--- config.mk ---
export PLATFORM = sky130hd
export DESIGN_NAME = software_timer_bank_unit
export DESIGN_NICKNAME = d
export VERILOG_FILES = /design/src/sv/stb_pkg.sv /design/src/sv/stb_controller.sv /design/src/sv/stb_datapath.sv /design/src/sv/software_timer_bank_unit.sv
export VERILOG_INCLUDE_DIRS = /design/src /design/src/sv
export SDC_FILE = /design/constraint.sdc
export NUM_CORES = 1
export LEC_CHECK = 0
export BUFFER_PORTS_ARGS = -buffer_cell sky130_fd_sc_hd__buf_4
export CAP_MARGIN = 20
export CORE_ASPECT_RATIO = 0.7
export CORE_MARGIN = 2
export CORE_UTILIZATION = 60
export CTS_BUF_LIST = sky130_fd_sc_hd__clkbuf_4 sky130_fd_sc_hd__clkbuf_8 sky130_fd_sc_hd__clkbuf_16
export CTS_CLUSTER_SIZE = 8
export DETAILED_ROUTE_END_ITERATION = 6
export PLACE_DENSITY = 0.74
export SLEW_MARGIN = 25
export SYNTH_ARGS = -nofsm -noshare
export SYNTH_HDL_FRONTEND = slang
export SYNTH_SLANG_ARGS = --single-unit
--- constraint.sdc ---
create_clock -name clock -period 6.1 [get_ports clock]
set_clock_uncertainty 0.2 [all_clocks]
set_input_delay 1.22 -clock clock [delete_from_list [all_inputs] [get_ports clock]]
set_output_delay 1.22 -clock clock [all_outputs]
set_load 0.02 [all_outputs]
--- src/sv/software_timer_bank_unit_defines.svh ---
// ---------------------------------------------------------------------------
// software_timer_bank_unit_defines
// Assertion macros used by the timer bank datapath.
// ---------------------------------------------------------------------------
`ifndef SOFTWARE_TIMER_BANK_UNIT_DEFINES_SVH
`define SOFTWARE_TIMER_BANK_UNIT_DEFINES_SVH

// same-cycle implication, checked outside reset
`define STB_ASSERT_NOW(name, ante, cons, msg) \
   name: assert property (@(posedge clock) disable iff (reset) (ante) |-> (cons)) \
      else $error(msg);

// next-cycle implication, checked outside reset
`define STB_ASSERT_NEXT(name, ante, cons, msg) \
   name: assert property (@(posedge clock) disable iff (reset) (ante) |=> (cons)) \
      else $error(msg);

`endif

--- src/sv/stb_pkg.sv ---
// ---------------------------------------------------------------------------
// stb_pkg
// Types, widths and codes shared by the timer bank controller and datapath.
// ---------------------------------------------------------------------------
package stb_pkg;

   localparam int NUM_TIMERS_DEFAULT = 8;
   localparam int ACTION_W           = 2;
   localparam int TIMER_IDX_W        = 3;
   localparam int COUNT_W            = 16;

   localparam logic [COUNT_W-1:0] TICK_STEP_RESET = 16'd10;

   localparam logic [ACTION_W-1:0] ACT_SET      = 2'd0;
   localparam logic [ACTION_W-1:0] ACT_TICK     = 2'd1;
   localparam logic [ACTION_W-1:0] ACT_DISPATCH = 2'd2;

   typedef enum logic [1:0] {
      ST_IDLE,
      ST_SET,
      ST_TICK,
      ST_DISPATCH
   } stb_state_type;

   typedef struct packed {
      logic capture;       // latch request fields, rewind sweep index
      logic set_write;     // load the addressed timer
      logic tick_advance;  // tick one timer, advance index
      logic disp_advance;  // examine one pending flag, advance index
   } stb_cmd_type;

   typedef struct packed {
      logic sweep_last;    // index is on the final timer
      logic disp_done;     // this dispatch cycle reports the last result
   } stb_status_type;

endpackage

--- src/sv/stb_controller.sv ---
// ---------------------------------------------------------------------------
// stb_controller
// Request sequencer: decodes the action and steps the datapath sweep.
// ---------------------------------------------------------------------------
module stb_controller (
   input  logic                                 clock,
   input  logic                                 reset,
   input  logic                                 start,
   output logic                                 busy,
   input  logic [stb_pkg::ACTION_W-1:0]         req_action,
   input  stb_pkg::stb_status_type              status,
   output stb_pkg::stb_cmd_type                 cmd
);
   import stb_pkg::*;

   stb_state_type state_ff;
   stb_state_type state_in;

   always_ff @(posedge clock) begin
      if (reset) begin
         state_ff <= ST_IDLE;
      end else begin
         state_ff <= state_in;
      end
   end

   always_comb begin
      state_in = state_ff;
      unique case (state_ff)
         ST_IDLE: begin
            if (start) begin
               unique case (req_action)
                  ACT_SET:      state_in = ST_SET;
                  ACT_TICK:     state_in = ST_TICK;
                  ACT_DISPATCH: state_in = ST_DISPATCH;
                  default:      state_in = ST_IDLE;  // drop unused code
               endcase
            end
         end
         ST_SET: begin
            state_in = ST_IDLE;
         end
         ST_TICK: begin
            if (status.sweep_last) begin
               state_in = ST_IDLE;
            end
         end
         ST_DISPATCH: begin
            if (status.disp_done) begin
               state_in = ST_IDLE;
            end
         end
         default: begin
            state_in = ST_IDLE;
         end
      endcase
   end

   always_comb begin
      busy = 1'b1;
      cmd  = '0;
      unique case (state_ff)
         ST_IDLE: begin
            busy        = 1'b0;
            cmd.capture = start;
         end
         ST_SET: begin
            cmd.set_write = 1'b1;
         end
         ST_TICK: begin
            cmd.tick_advance = 1'b1;
         end
         ST_DISPATCH: begin
            cmd.disp_advance = 1'b1;
         end
         default: begin
            busy = 1'b1;
         end
      endcase
   end

endmodule

--- src/sv/stb_datapath.sv ---
// ---------------------------------------------------------------------------
// stb_datapath
// Timer state, tick step register, one-timer-per-cycle sweep and result
// registers.
// ---------------------------------------------------------------------------
`include "software_timer_bank_unit_defines.svh"

module stb_datapath #(
   parameter int NUM_TIMERS = stb_pkg::NUM_TIMERS_DEFAULT
) (
   input  logic                                 clock,
   input  logic                                 reset,
   input  stb_pkg::stb_cmd_type                 cmd,
   output stb_pkg::stb_status_type              status,
   input  logic [stb_pkg::TIMER_IDX_W-1:0]      req_timer_index,
   input  logic [stb_pkg::COUNT_W-1:0]          req_delay,
   input  logic                                 req_rearm,
   input  logic                                 req_has_handler,
   input  logic                                 csr_valid,
   input  logic                                 csr_ready,
   input  logic [stb_pkg::COUNT_W-1:0]          csr_wdata,
   output logic                                 rsp_valid,
   output logic [stb_pkg::TIMER_IDX_W-1:0]      rsp_fired_index,
   output logic                                 rsp_fired_valid,
   output logic                                 rsp_last
);
   import stb_pkg::*;

   localparam int IDX_W = (NUM_TIMERS > 1) ? $clog2(NUM_TIMERS) : 1;

   logic [COUNT_W-1:0]     tick_step_ff;
   logic [COUNT_W-1:0]     count_ff  [NUM_TIMERS];
   logic [COUNT_W-1:0]     count_in  [NUM_TIMERS];
   logic [COUNT_W-1:0]     reload_ff [NUM_TIMERS];
   logic [COUNT_W-1:0]     reload_in [NUM_TIMERS];
   logic [NUM_TIMERS-1:0]  handler_ff;
   logic [NUM_TIMERS-1:0]  handler_in;
   logic [NUM_TIMERS-1:0]  pending_ff;
   logic [NUM_TIMERS-1:0]  pending_in;
   logic [IDX_W-1:0]       idx_ff;
   logic [IDX_W-1:0]       idx_in;

   logic [TIMER_IDX_W-1:0] item_idx_ff;
   logic [COUNT_W-1:0]     item_delay_ff;
   logic                   item_rearm_ff;
   logic                   item_handler_ff;

   logic                   rsp_valid_ff;
   logic                   rsp_valid_in;
   logic [TIMER_IDX_W-1:0] rsp_index_ff;
   logic [TIMER_IDX_W-1:0] rsp_index_in;
   logic                   rsp_fvalid_ff;
   logic                   rsp_fvalid_in;
   logic                   rsp_last_ff;
   logic                   rsp_last_in;

   logic [COUNT_W-1:0]     cur_count;
   logic [COUNT_W-1:0]     diff;
   logic                   pend_cur;
   logic [NUM_TIMERS-1:0]  idx_onehot;
   logic                   others_pending;

   assign cur_count      = count_ff[idx_ff];
   assign diff           = cur_count - tick_step_ff;
   assign pend_cur       = pending_ff[idx_ff];
   assign idx_onehot     = NUM_TIMERS'(1) << idx_ff;
   assign others_pending = |(pending_ff & ~idx_onehot);

   assign status.sweep_last = (32'(idx_ff) == NUM_TIMERS - 1);
   assign status.disp_done  = (pending_ff == '0) || (pend_cur && !others_pending);

   always_comb begin
      count_in      = count_ff;
      reload_in     = reload_ff;
      handler_in    = handler_ff;
      pending_in    = pending_ff;
      idx_in        = idx_ff;
      rsp_valid_in  = 1'b0;
      rsp_index_in  = rsp_index_ff;
      rsp_fvalid_in = rsp_fvalid_ff;
      rsp_last_in   = rsp_last_ff;

      if (cmd.capture) begin
         idx_in = '0;
      end

      if (cmd.set_write) begin
         // out-of-range index matches no timer, so the request is dropped
         for (int i = 0; i < NUM_TIMERS; i++) begin
            if (32'(item_idx_ff) == i) begin
               count_in[i]   = item_delay_ff;
               reload_in[i]  = item_rearm_ff ? item_delay_ff : '0;
               handler_in[i] = item_handler_ff;
               pending_in[i] = 1'b0;
            end
         end
      end

      if (cmd.tick_advance) begin
         if (cur_count != '0) begin
            // only an exact landing on zero expires; overshoot wraps
            if (diff == '0 && handler_ff[idx_ff]) begin
               pending_in[idx_ff] = 1'b1;
               count_in[idx_ff]   = reload_ff[idx_ff];
            end else begin
               count_in[idx_ff] = diff;
            end
         end
         idx_in = idx_ff + IDX_W'(1);
      end

      if (cmd.disp_advance) begin
         if (pending_ff == '0) begin
            rsp_valid_in  = 1'b1;
            rsp_index_in  = '0;
            rsp_fvalid_in = 1'b0;
            rsp_last_in   = 1'b1;
         end else if (pend_cur) begin
            pending_in[idx_ff] = 1'b0;
            rsp_valid_in       = 1'b1;
            rsp_index_in       = TIMER_IDX_W'(32'(idx_ff));
            rsp_fvalid_in      = 1'b1;
            rsp_last_in        = !others_pending;
         end
         idx_in = idx_ff + IDX_W'(1);
      end
   end

   always_ff @(posedge clock) begin
      if (reset) begin
         tick_step_ff <= TICK_STEP_RESET;
         for (int i = 0; i < NUM_TIMERS; i++) begin
            count_ff[i]  <= '0;
            reload_ff[i] <= '0;
         end
         handler_ff   <= '0;
         pending_ff   <= '0;
         idx_ff       <= '0;
         rsp_valid_ff <= 1'b0;
      end else begin
         if (csr_valid && csr_ready) begin
            tick_step_ff <= csr_wdata;
         end
         count_ff     <= count_in;
         reload_ff    <= reload_in;
         handler_ff   <= handler_in;
         pending_ff   <= pending_in;
         idx_ff       <= idx_in;
         rsp_valid_ff <= rsp_valid_in;
      end
   end

   always_ff @(posedge clock) begin
      if (cmd.capture) begin
         item_idx_ff     <= req_timer_index;
         item_delay_ff   <= req_delay;
         item_rearm_ff   <= req_rearm;
         item_handler_ff <= req_has_handler;
      end
      rsp_index_ff  <= rsp_index_in;
      rsp_fvalid_ff <= rsp_fvalid_in;
      rsp_last_ff   <= rsp_last_in;
   end

   assign rsp_valid       = rsp_valid_ff;
   assign rsp_fired_index = rsp_index_ff;
   assign rsp_fired_valid = rsp_fvalid_ff;
   assign rsp_last        = rsp_last_ff;

   `STB_ASSERT_NOW(a_none_is_last, rsp_valid_ff && !rsp_fvalid_ff, rsp_last_ff,
      "empty dispatch result not marked last")
   `STB_ASSERT_NOW(a_last_drains, rsp_valid_ff && rsp_fvalid_ff && rsp_last_ff,
      pending_ff == '0, "pending flags remain after last dispatch result")
   `STB_ASSERT_NEXT(a_report_clears, cmd.disp_advance && pend_cur,
      !pending_ff[$past(idx_ff)], "reported timer still pending")

endmodule

--- src/sv/software_timer_bank_unit.sv ---
// ---------------------------------------------------------------------------
// software_timer_bank_unit
// Bank of NUM_TIMERS countdown timers with auto-reload and pending dispatch.
// ---------------------------------------------------------------------------
// A request is taken when start is high and busy is low. A set request loads
// the addressed timer; a tick request sweeps all NUM_TIMERS timers, one timer
// per cycle through a single subtract and compare; a dispatch request walks
// the pending flags from timer 0 up to the highest pending one, examining at
// most NUM_TIMERS timers. Dispatch results leave on rsp_valid, one per
// examined pending timer or one empty result marked last when none are
// pending, each registered in the cycle after its timer is examined, and not
// necessarily in consecutive cycles. There is no backpressure: the receiver
// must take every result in the cycle rsp_valid is high. Only timers 0 to 7
// are reachable by a set request. The tick step register may be written
// only while busy is low and no result is outstanding.
// ---------------------------------------------------------------------------
module software_timer_bank_unit #(
   parameter int NUM_TIMERS = stb_pkg::NUM_TIMERS_DEFAULT
) (
   input  logic                                 clock,
   input  logic                                 reset,
   input  logic                                 start,
   output logic                                 busy,
   input  logic [stb_pkg::ACTION_W-1:0]         req_action,
   input  logic [stb_pkg::TIMER_IDX_W-1:0]      req_timer_index,
   input  logic [stb_pkg::COUNT_W-1:0]          req_delay,
   input  logic                                 req_rearm,
   input  logic                                 req_has_handler,
   input  logic                                 csr_valid,
   output logic                                 csr_ready,
   input  logic [stb_pkg::COUNT_W-1:0]          csr_wdata,
   output logic                                 rsp_valid,
   output logic [stb_pkg::TIMER_IDX_W-1:0]      rsp_fired_index,
   output logic                                 rsp_fired_valid,
   output logic                                 rsp_last
);
   import stb_pkg::*;

   stb_cmd_type    cmd;
   stb_status_type status;

   // register is always writable
   assign csr_ready = 1'b1;

   stb_controller u_ctrl (
      .clock      (clock),
      .reset      (reset),
      .start      (start),
      .busy       (busy),
      .req_action (req_action),
      .status     (status),
      .cmd        (cmd)
   );

   stb_datapath #(
      .NUM_TIMERS (NUM_TIMERS)
   ) u_dp (
      .clock           (clock),
      .reset           (reset),
      .cmd             (cmd),
      .status          (status),
      .req_timer_index (req_timer_index),
      .req_delay       (req_delay),
      .req_rearm       (req_rearm),
      .req_has_handler (req_has_handler),
      .csr_valid       (csr_valid),
      .csr_ready       (csr_ready),
      .csr_wdata       (csr_wdata),
      .rsp_valid       (rsp_valid),
      .rsp_fired_index (rsp_fired_index),
      .rsp_fired_valid (rsp_fired_valid),
      .rsp_last        (rsp_last)
   );

endmodule
# [Word-level counts from Yosys, hierarchy flattened]
# Cells that the tools add are included.
[classes] eq_ne=16 n_lt_le_gt_ge=4 n_bitwise=7 shifts=1 reduce_logical=26 muxes=62 addsub=2
[op_table] op="128-bit two-way mux" count=4
[op_table] op="128-bit bitwise mux" count=2
[op_table] op="16-bit two-way mux" count=14
[op_table] op="16-bit binary-select mux with 3-bit select" count=2
[op_table] op="8-bit two-way mux" count=7
[op_table] op="16-bit demux with 3-bit select" count=1
[op_table] op="1-bit two-way mux" count=20
[op_table] op="2-bit AND reduction" count=9
[op_table] op="8-bit bitwise AND" count=2
[op_table] op="16-bit zero test" count=1
[op_table] op="8-bit inverter" count=2
[op_table] op="16-bit nonzero test" count=1
[op_table] op="16-bit subtractor" count=1
[op_table] op="3-bit equality test, second input constant" count=5
[op_table] op="3-bit two-way mux" count=4
[op_table] op="8-bit zero test" count=1
[op_table] op="8-bit bitwise OR" count=1
[op_table] op="2-bit case mux with 4 select lines" count=1
[op_table] op="8-bit OR reduction" count=1
[op_table] op="1-bit by 3-bit left shift with 8-bit output, first input constant" count=1
[op_table] op="1-bit binary-select mux with 3-bit select" count=2
[op_table] op="2-bit equality test, second input constant" count=3
[op_table] op="3-bit by 2-bit equality test with 1-bit output, second input constant" count=2
[op_table] op="2-bit two-way mux" count=3
[op_table] op="other kinds (21)" count=28
[totals] reg_bits=320 output_inout_bits=8 elab_cells=154 inputBits=43

# [Longest topological paths before layout]
[depth] word_depth=14 ltp_mapped=22

# [By module]
# A second synthesis with hierarchy kept.
[unflattened] hier_cells=1950 area_unflattened_um2=16797.4
[by_module_without_submodules] module="stb_datapath" area_each_um2=16615.9 seq_area_each_um2=6626.4 cells_each=1929 n_inst=1
[by_module_without_submodules] module="stb_controller" area_each_um2=170.2 seq_area_each_um2=40.0 cells_each=19 n_inst=1
[by_module_without_submodules] module="software_timer_bank_unit" area_each_um2=11.3 seq_area_each_um2=0.0 cells_each=2 n_inst=1

# [Worst setup path after synthesis]
# Ideal clock, no wire load.
[synth_path] path_kind="reg-to-reg" from="reg u_dp.idx_ff[0]" to="reg u_dp.count_ff[17] (netlist name)" t_arrival_ns=4.748 setup_slack_ns=1.093 period_less_slack_ns=5.007 t_required_ns=5.840 path_stages_with_launch=20 cell_sequence="dfxtp_1 -> buf_4 -> buf_6 -> buf_4 -> buf_4 -> inv_1 -> clkbuf_1 -> mux4_2 -> ha_1 -> clkbuf_1 -> a2111oi_0 -> nand3_1 -> and3_1 -> clkbuf_1 -> or4b_2 -> nor4_1 -> and4b_1 -> buf_1 -> clkbuf_1 -> a221o_1"
[synth_between] elab_chain_cells=10
[synth_rtl] item="start: declaration" line="stb_datapath.sv:40" text="logic [IDX_W-1:0] idx_ff;"
[synth_rtl] item="start signal: assignment" line="stb_datapath.sv:148" text="idx_ff <= idx_in;"
[synth_rtl] item="3-bit inverter with 4-bit output (not written as such)" line="stb_datapath.sv:63, stb_datapath.sv:104, stb_datapath.sv:106"
[synth_rtl] item="16-bit binary-select mux with 3-bit select" line="stb_datapath.sv:63" text="assign cur_count = count_ff[idx_ff];"
[synth_rtl] item="16-bit two-way mux (not written as such) (2 in a row)" line="stb_datapath.sv:63"
[synth_rtl] item="16-bit subtractor" line="stb_datapath.sv:64" text="assign diff = cur_count - tick_step_ff;"
[synth_rtl] item="16-bit zero test" line="stb_datapath.sv:102" text="if (diff == '0 && handler_ff[idx_ff]) begin"
[synth_rtl] item="1-bit logical AND" line="stb_datapath.sv:102"
[synth_rtl] item="128-bit two-way mux" line="stb_datapath.sv:102"
[synth_rtl] item="128-bit two-way mux (*)" line="stb_datapath.sv:100" text="if (cur_count != '0) begin"
[synth_rtl] item="128-bit two-way mux (*)" line="stb_datapath.sv:99" text="if (cmd.tick_advance) begin"
[synth_rtl] item="end signal: assignment" line="stb_datapath.sv:144" text="count_ff <= count_in;"
[synth_rtl] item="end: declaration" line="stb_datapath.sv:32" text="logic [COUNT_W-1:0] count_ff [NUM_TIMERS];"
# Mark *: on every way between the ends. The rest lies on a longest branch, timed or not. The select of a mux whose other input is x is not followed.
# A chain may end at the register's enable or synchronous reset.

# [Worst setup path in the final report]
[layout_path] from="reg u_dp.idx_ff[1]" to="reg u_dp.count_ff[69] (netlist name)"
# The elaborated chain is that of the path after synthesis.

==> out/metrics.csv <==
stage,metric,value,unit
clock_network,path_clk_slew,50,ps
die,die_area,28600,um^2
die,die_w,201,um
logic_synthesis,synth.most_common_cell,nor2_1,
drt,wl,53500,um
timing,min_period_over_period,0.945,
drt,postRouteAntennaNets,0,
timing,rsz0062_at_grt,false,
logic_synthesis,ys_seq_elements,320,
logic_synthesis,netlist_area,16300,um^2
clock_network,cts.repair.resized,0,
timing,setup_violations,0,
pwr,power_leakage,7.07,nW
global_routing,grt_pass1_wl,82400,um
die,pin_count,51,
global_routing,grt_usage,0.372,
timing,worst_pin_slew,1130,ps
cells_and_area,layout-drive-gt1-share,0.152,
drt,dr.first_iter.drc_count,1836,
clock_network,holdBufCountCts,0,
cells_and_area,register_area,6670,um^2
timing,hold_viol_final,0,
placed_design,gp_congestion,0.933,
pwr,seqPwrFrac,0.385,
clock_network,postCtsSetupRepairBufs,0,
pwr,combPwrFrac,0.211,
drt,dr.pass1.iters,7,
run,maxCapViolations,0,
hold_path,hp-class,reg -> reg,
clock_network,root_buffer,clkbuf_16,
cells_and_area,finish.utilization,0.681,
logic_synthesis,synth_cell_types,74,
die,initial_utilization,0.610,
setup_path,worstPathMaxFanout,42,
die,rows,50,
drt,drc,0,
setup_path,cp-start-kind,flip-flop,
placed_design,place_inst,2165,
die,core,26800,um^2
setup_path,required,6350,ps
drt,wl_per_cell,24.0,um
placed_design,dp_hpwl,33000,um
pwr,switching_share,0.308,
placed_design,io_buffers,49,
cells_and_area,antenna_cells,0,
clock_network,cts_tree,done,
logic_synthesis,synthCells,1889,
logic_synthesis,yosysWarnings,0,
cells_and_area,final_cells,2229,
timing,fmax,174,MHz
setup_path,end_kind,flip-flop,
logic_synthesis,synth_ff_type,dfxtp_1,
logic_synthesis,synth_edf_count,26,
cells_and_area,syn_to_final_growth,11.7,%
timing,slew_violations,0,
global_routing,grt_max_degree,246,
logic_synthesis,seq_area_frac_synth,0.408,
clock_network,clk_latency,560,ps
logic_synthesis,yosys-top-cells-area,"dfxtp_1 36%, nor2_1 8.2%, a211oi_1 6.3%, mux2_2 5.2%, a21oi_1 4.8%",
setup_path,arrival,6010,ps
clock_network,cts_buffer_depth,3,
cells_and_area,nets,1917,
pwr,ir_drop,0.000254,V
clock_network,clock-sinks,320,
logic_synthesis,syn_nets,1956,
logic_synthesis,synth_area_leader_cell,dfxtp_1,
drt,via_per_inst,6.75,
logic_synthesis,synth.top_cell.area_share,0.360,
cells_and_area,n_fill_cell,2253,
drt,vias,15000,
timing,slew_headroom,0.246,
status,status,completed,
global_routing,grt_overflow,0,
clock_network,numCtsBuffers,45,
timing,finalSetupTns,0,ps
global_routing,antenna_found_initial,0,
setup_path,path_class,reg -> reg,
pwr,power.net_switching,1.78,mW
clock_network,htree_levels,2,
logic_synthesis,avgSynthCellArea,8.65,um^2
die,die_h,142,um
pwr,power_density,318,nW/um^2
cells_and_area,multi_input_area,8800,um^2
global_routing,grt_pass1_vias,13900,
timing,finalCriticalPeriod,5760,ps
logic_synthesis,synthArstFlopShare,0,
logic_synthesis,synth_commonest_cells,"357 x nor2_1, 294 x dfxtp_1, 156 x a21oi_1",
pwr,power.share.clock,0.403,
pwr,intPower,4.02,mW
-- metrics by stage --
step | power (mW) | hold WS (ps) | setup WS [ps] | cell area [um^2]
after floorplan | 3.05 | 233 | 1090 | 16300
after global placement | 3.45 | 243 | 653 | 16900
after detailed placement | 3.45 | 252 | 490 | 16900
after CTS | 5.77 | 259 | 483 | 18200
after global routing | 6.00 | 279 | 103 | 18200
final | 5.80 | 259 | 338 | 18200
-- flip-flops by register name, indices dropped and copies added, names as in the netlist --
| register | cells |
|---|---|
| u_dp.item_idx_ff | 3 |
| u_dp.tick_step_ff | 16 |
| u_dp.reload_ff | 128 |
| u_dp.item_handler_ff | 1 |
| u_dp.item_delay_ff | 16 |
| u_dp.handler_ff | 8 |
| u_dp.pending_ff | 8 |
| u_dp.count_ff | 128 |
| u_dp.idx_ff | 3 |
| u_dp.rsp_last | 1 |
| u_dp.item_rearm_ff | 1 |
| u_ctrl.state_ff | 2 |
| u_dp.rsp_fired_index | 3 |
| u_dp.rsp_valid | 1 |
| u_dp.rsp_fired_valid | 1 |
-- power by group through the flow --
stage / Combinational, mW / Clock [mW] / Sequential, mW
floorplan: 0.821 / 0 / 2.23
global placement: 1.18 / 0 / 2.27
detailed placement: 1.18 / 0 / 2.27
CTS: 1.19 / 2.35 / 2.23
global route: 1.32 / 2.45 / 2.24
finish: 1.23 / 2.34 / 2.24
-- layout make-up --
type / instances / share of cell area
Multi-Input combinational cell: 1343 / 0.482
Clock inverter: 2 / 0.00213
Tap cell: 364 / 0.0250
Clock buffer: 60 / 0.0689
Inverter: 35 / 0.00720
Timing Repair Buffer: 105 / 0.0490
Sequential cell: 320 / 0.366
-- final timing paths --
kind         cells past startpoint          startpoint            endpoint  slack (ps)
max                             13      u_dp.idx_ff[1]   u_dp.count_ff[69]         340
min                              2  u_dp.handler_ff[3]  u_dp.handler_ff[3]         260
max reg2reg                     13      u_dp.idx_ff[1]   u_dp.count_ff[69]         340
min reg2reg                      2  u_dp.handler_ff[3]  u_dp.handler_ff[3]         260
-- cell families after synthesis --
logic type,count (synthesis),synth area share
AOI/OAI and AO/OA,531,0.220
muxes,166,0.120
adders and majority gates,24,0.0188
xor gates and xnor gates,11,0.00590
buffers and inverters,226,0.0570
other,1,0.000230
and+or+nand+nor,610,0.170
DFF,320,0.408
-- worst max-delay path: stages, from the launching register on --
cell	delay (ps)
dfxtp_2	840
buf_4	370
mux4_2	320
mux2_2	350
ha_1	420
a21o_1	250
or3_1	340
o21a_1	220
o21a_1	180
or3_1	430
a2111oi_4	550
buf_12	290
nand3_2	420
a221oi_1	430
-- placed cells by master (no fill, tap or decap), types with 23 or more instances in the layout --
cell       count
nor2_1       356
mux2i_1       71
ha_1          23
nor3_1        32
a221oi_1      27
nand2_1       58
edfxtp_1      26
clkbuf_16     46
dfxtp_1      292
a31oi_1       88
and2_1        49
a211oi_1     138
a21oi_1      156
mux2_2        76
inv_1         34
buf_4         96
-- per-layer routing --
metal  vias to the layer above  global-route usage  part of all wire
met5                         -                   0                 0
met4                         0               0.141             0.035
met3                       152              0.0856              0.12
met2                       926               0.549              0.42
met1                      7171               0.530              0.42
li1                       6794                   -                 -
Power figures use the tool's default switching activity.
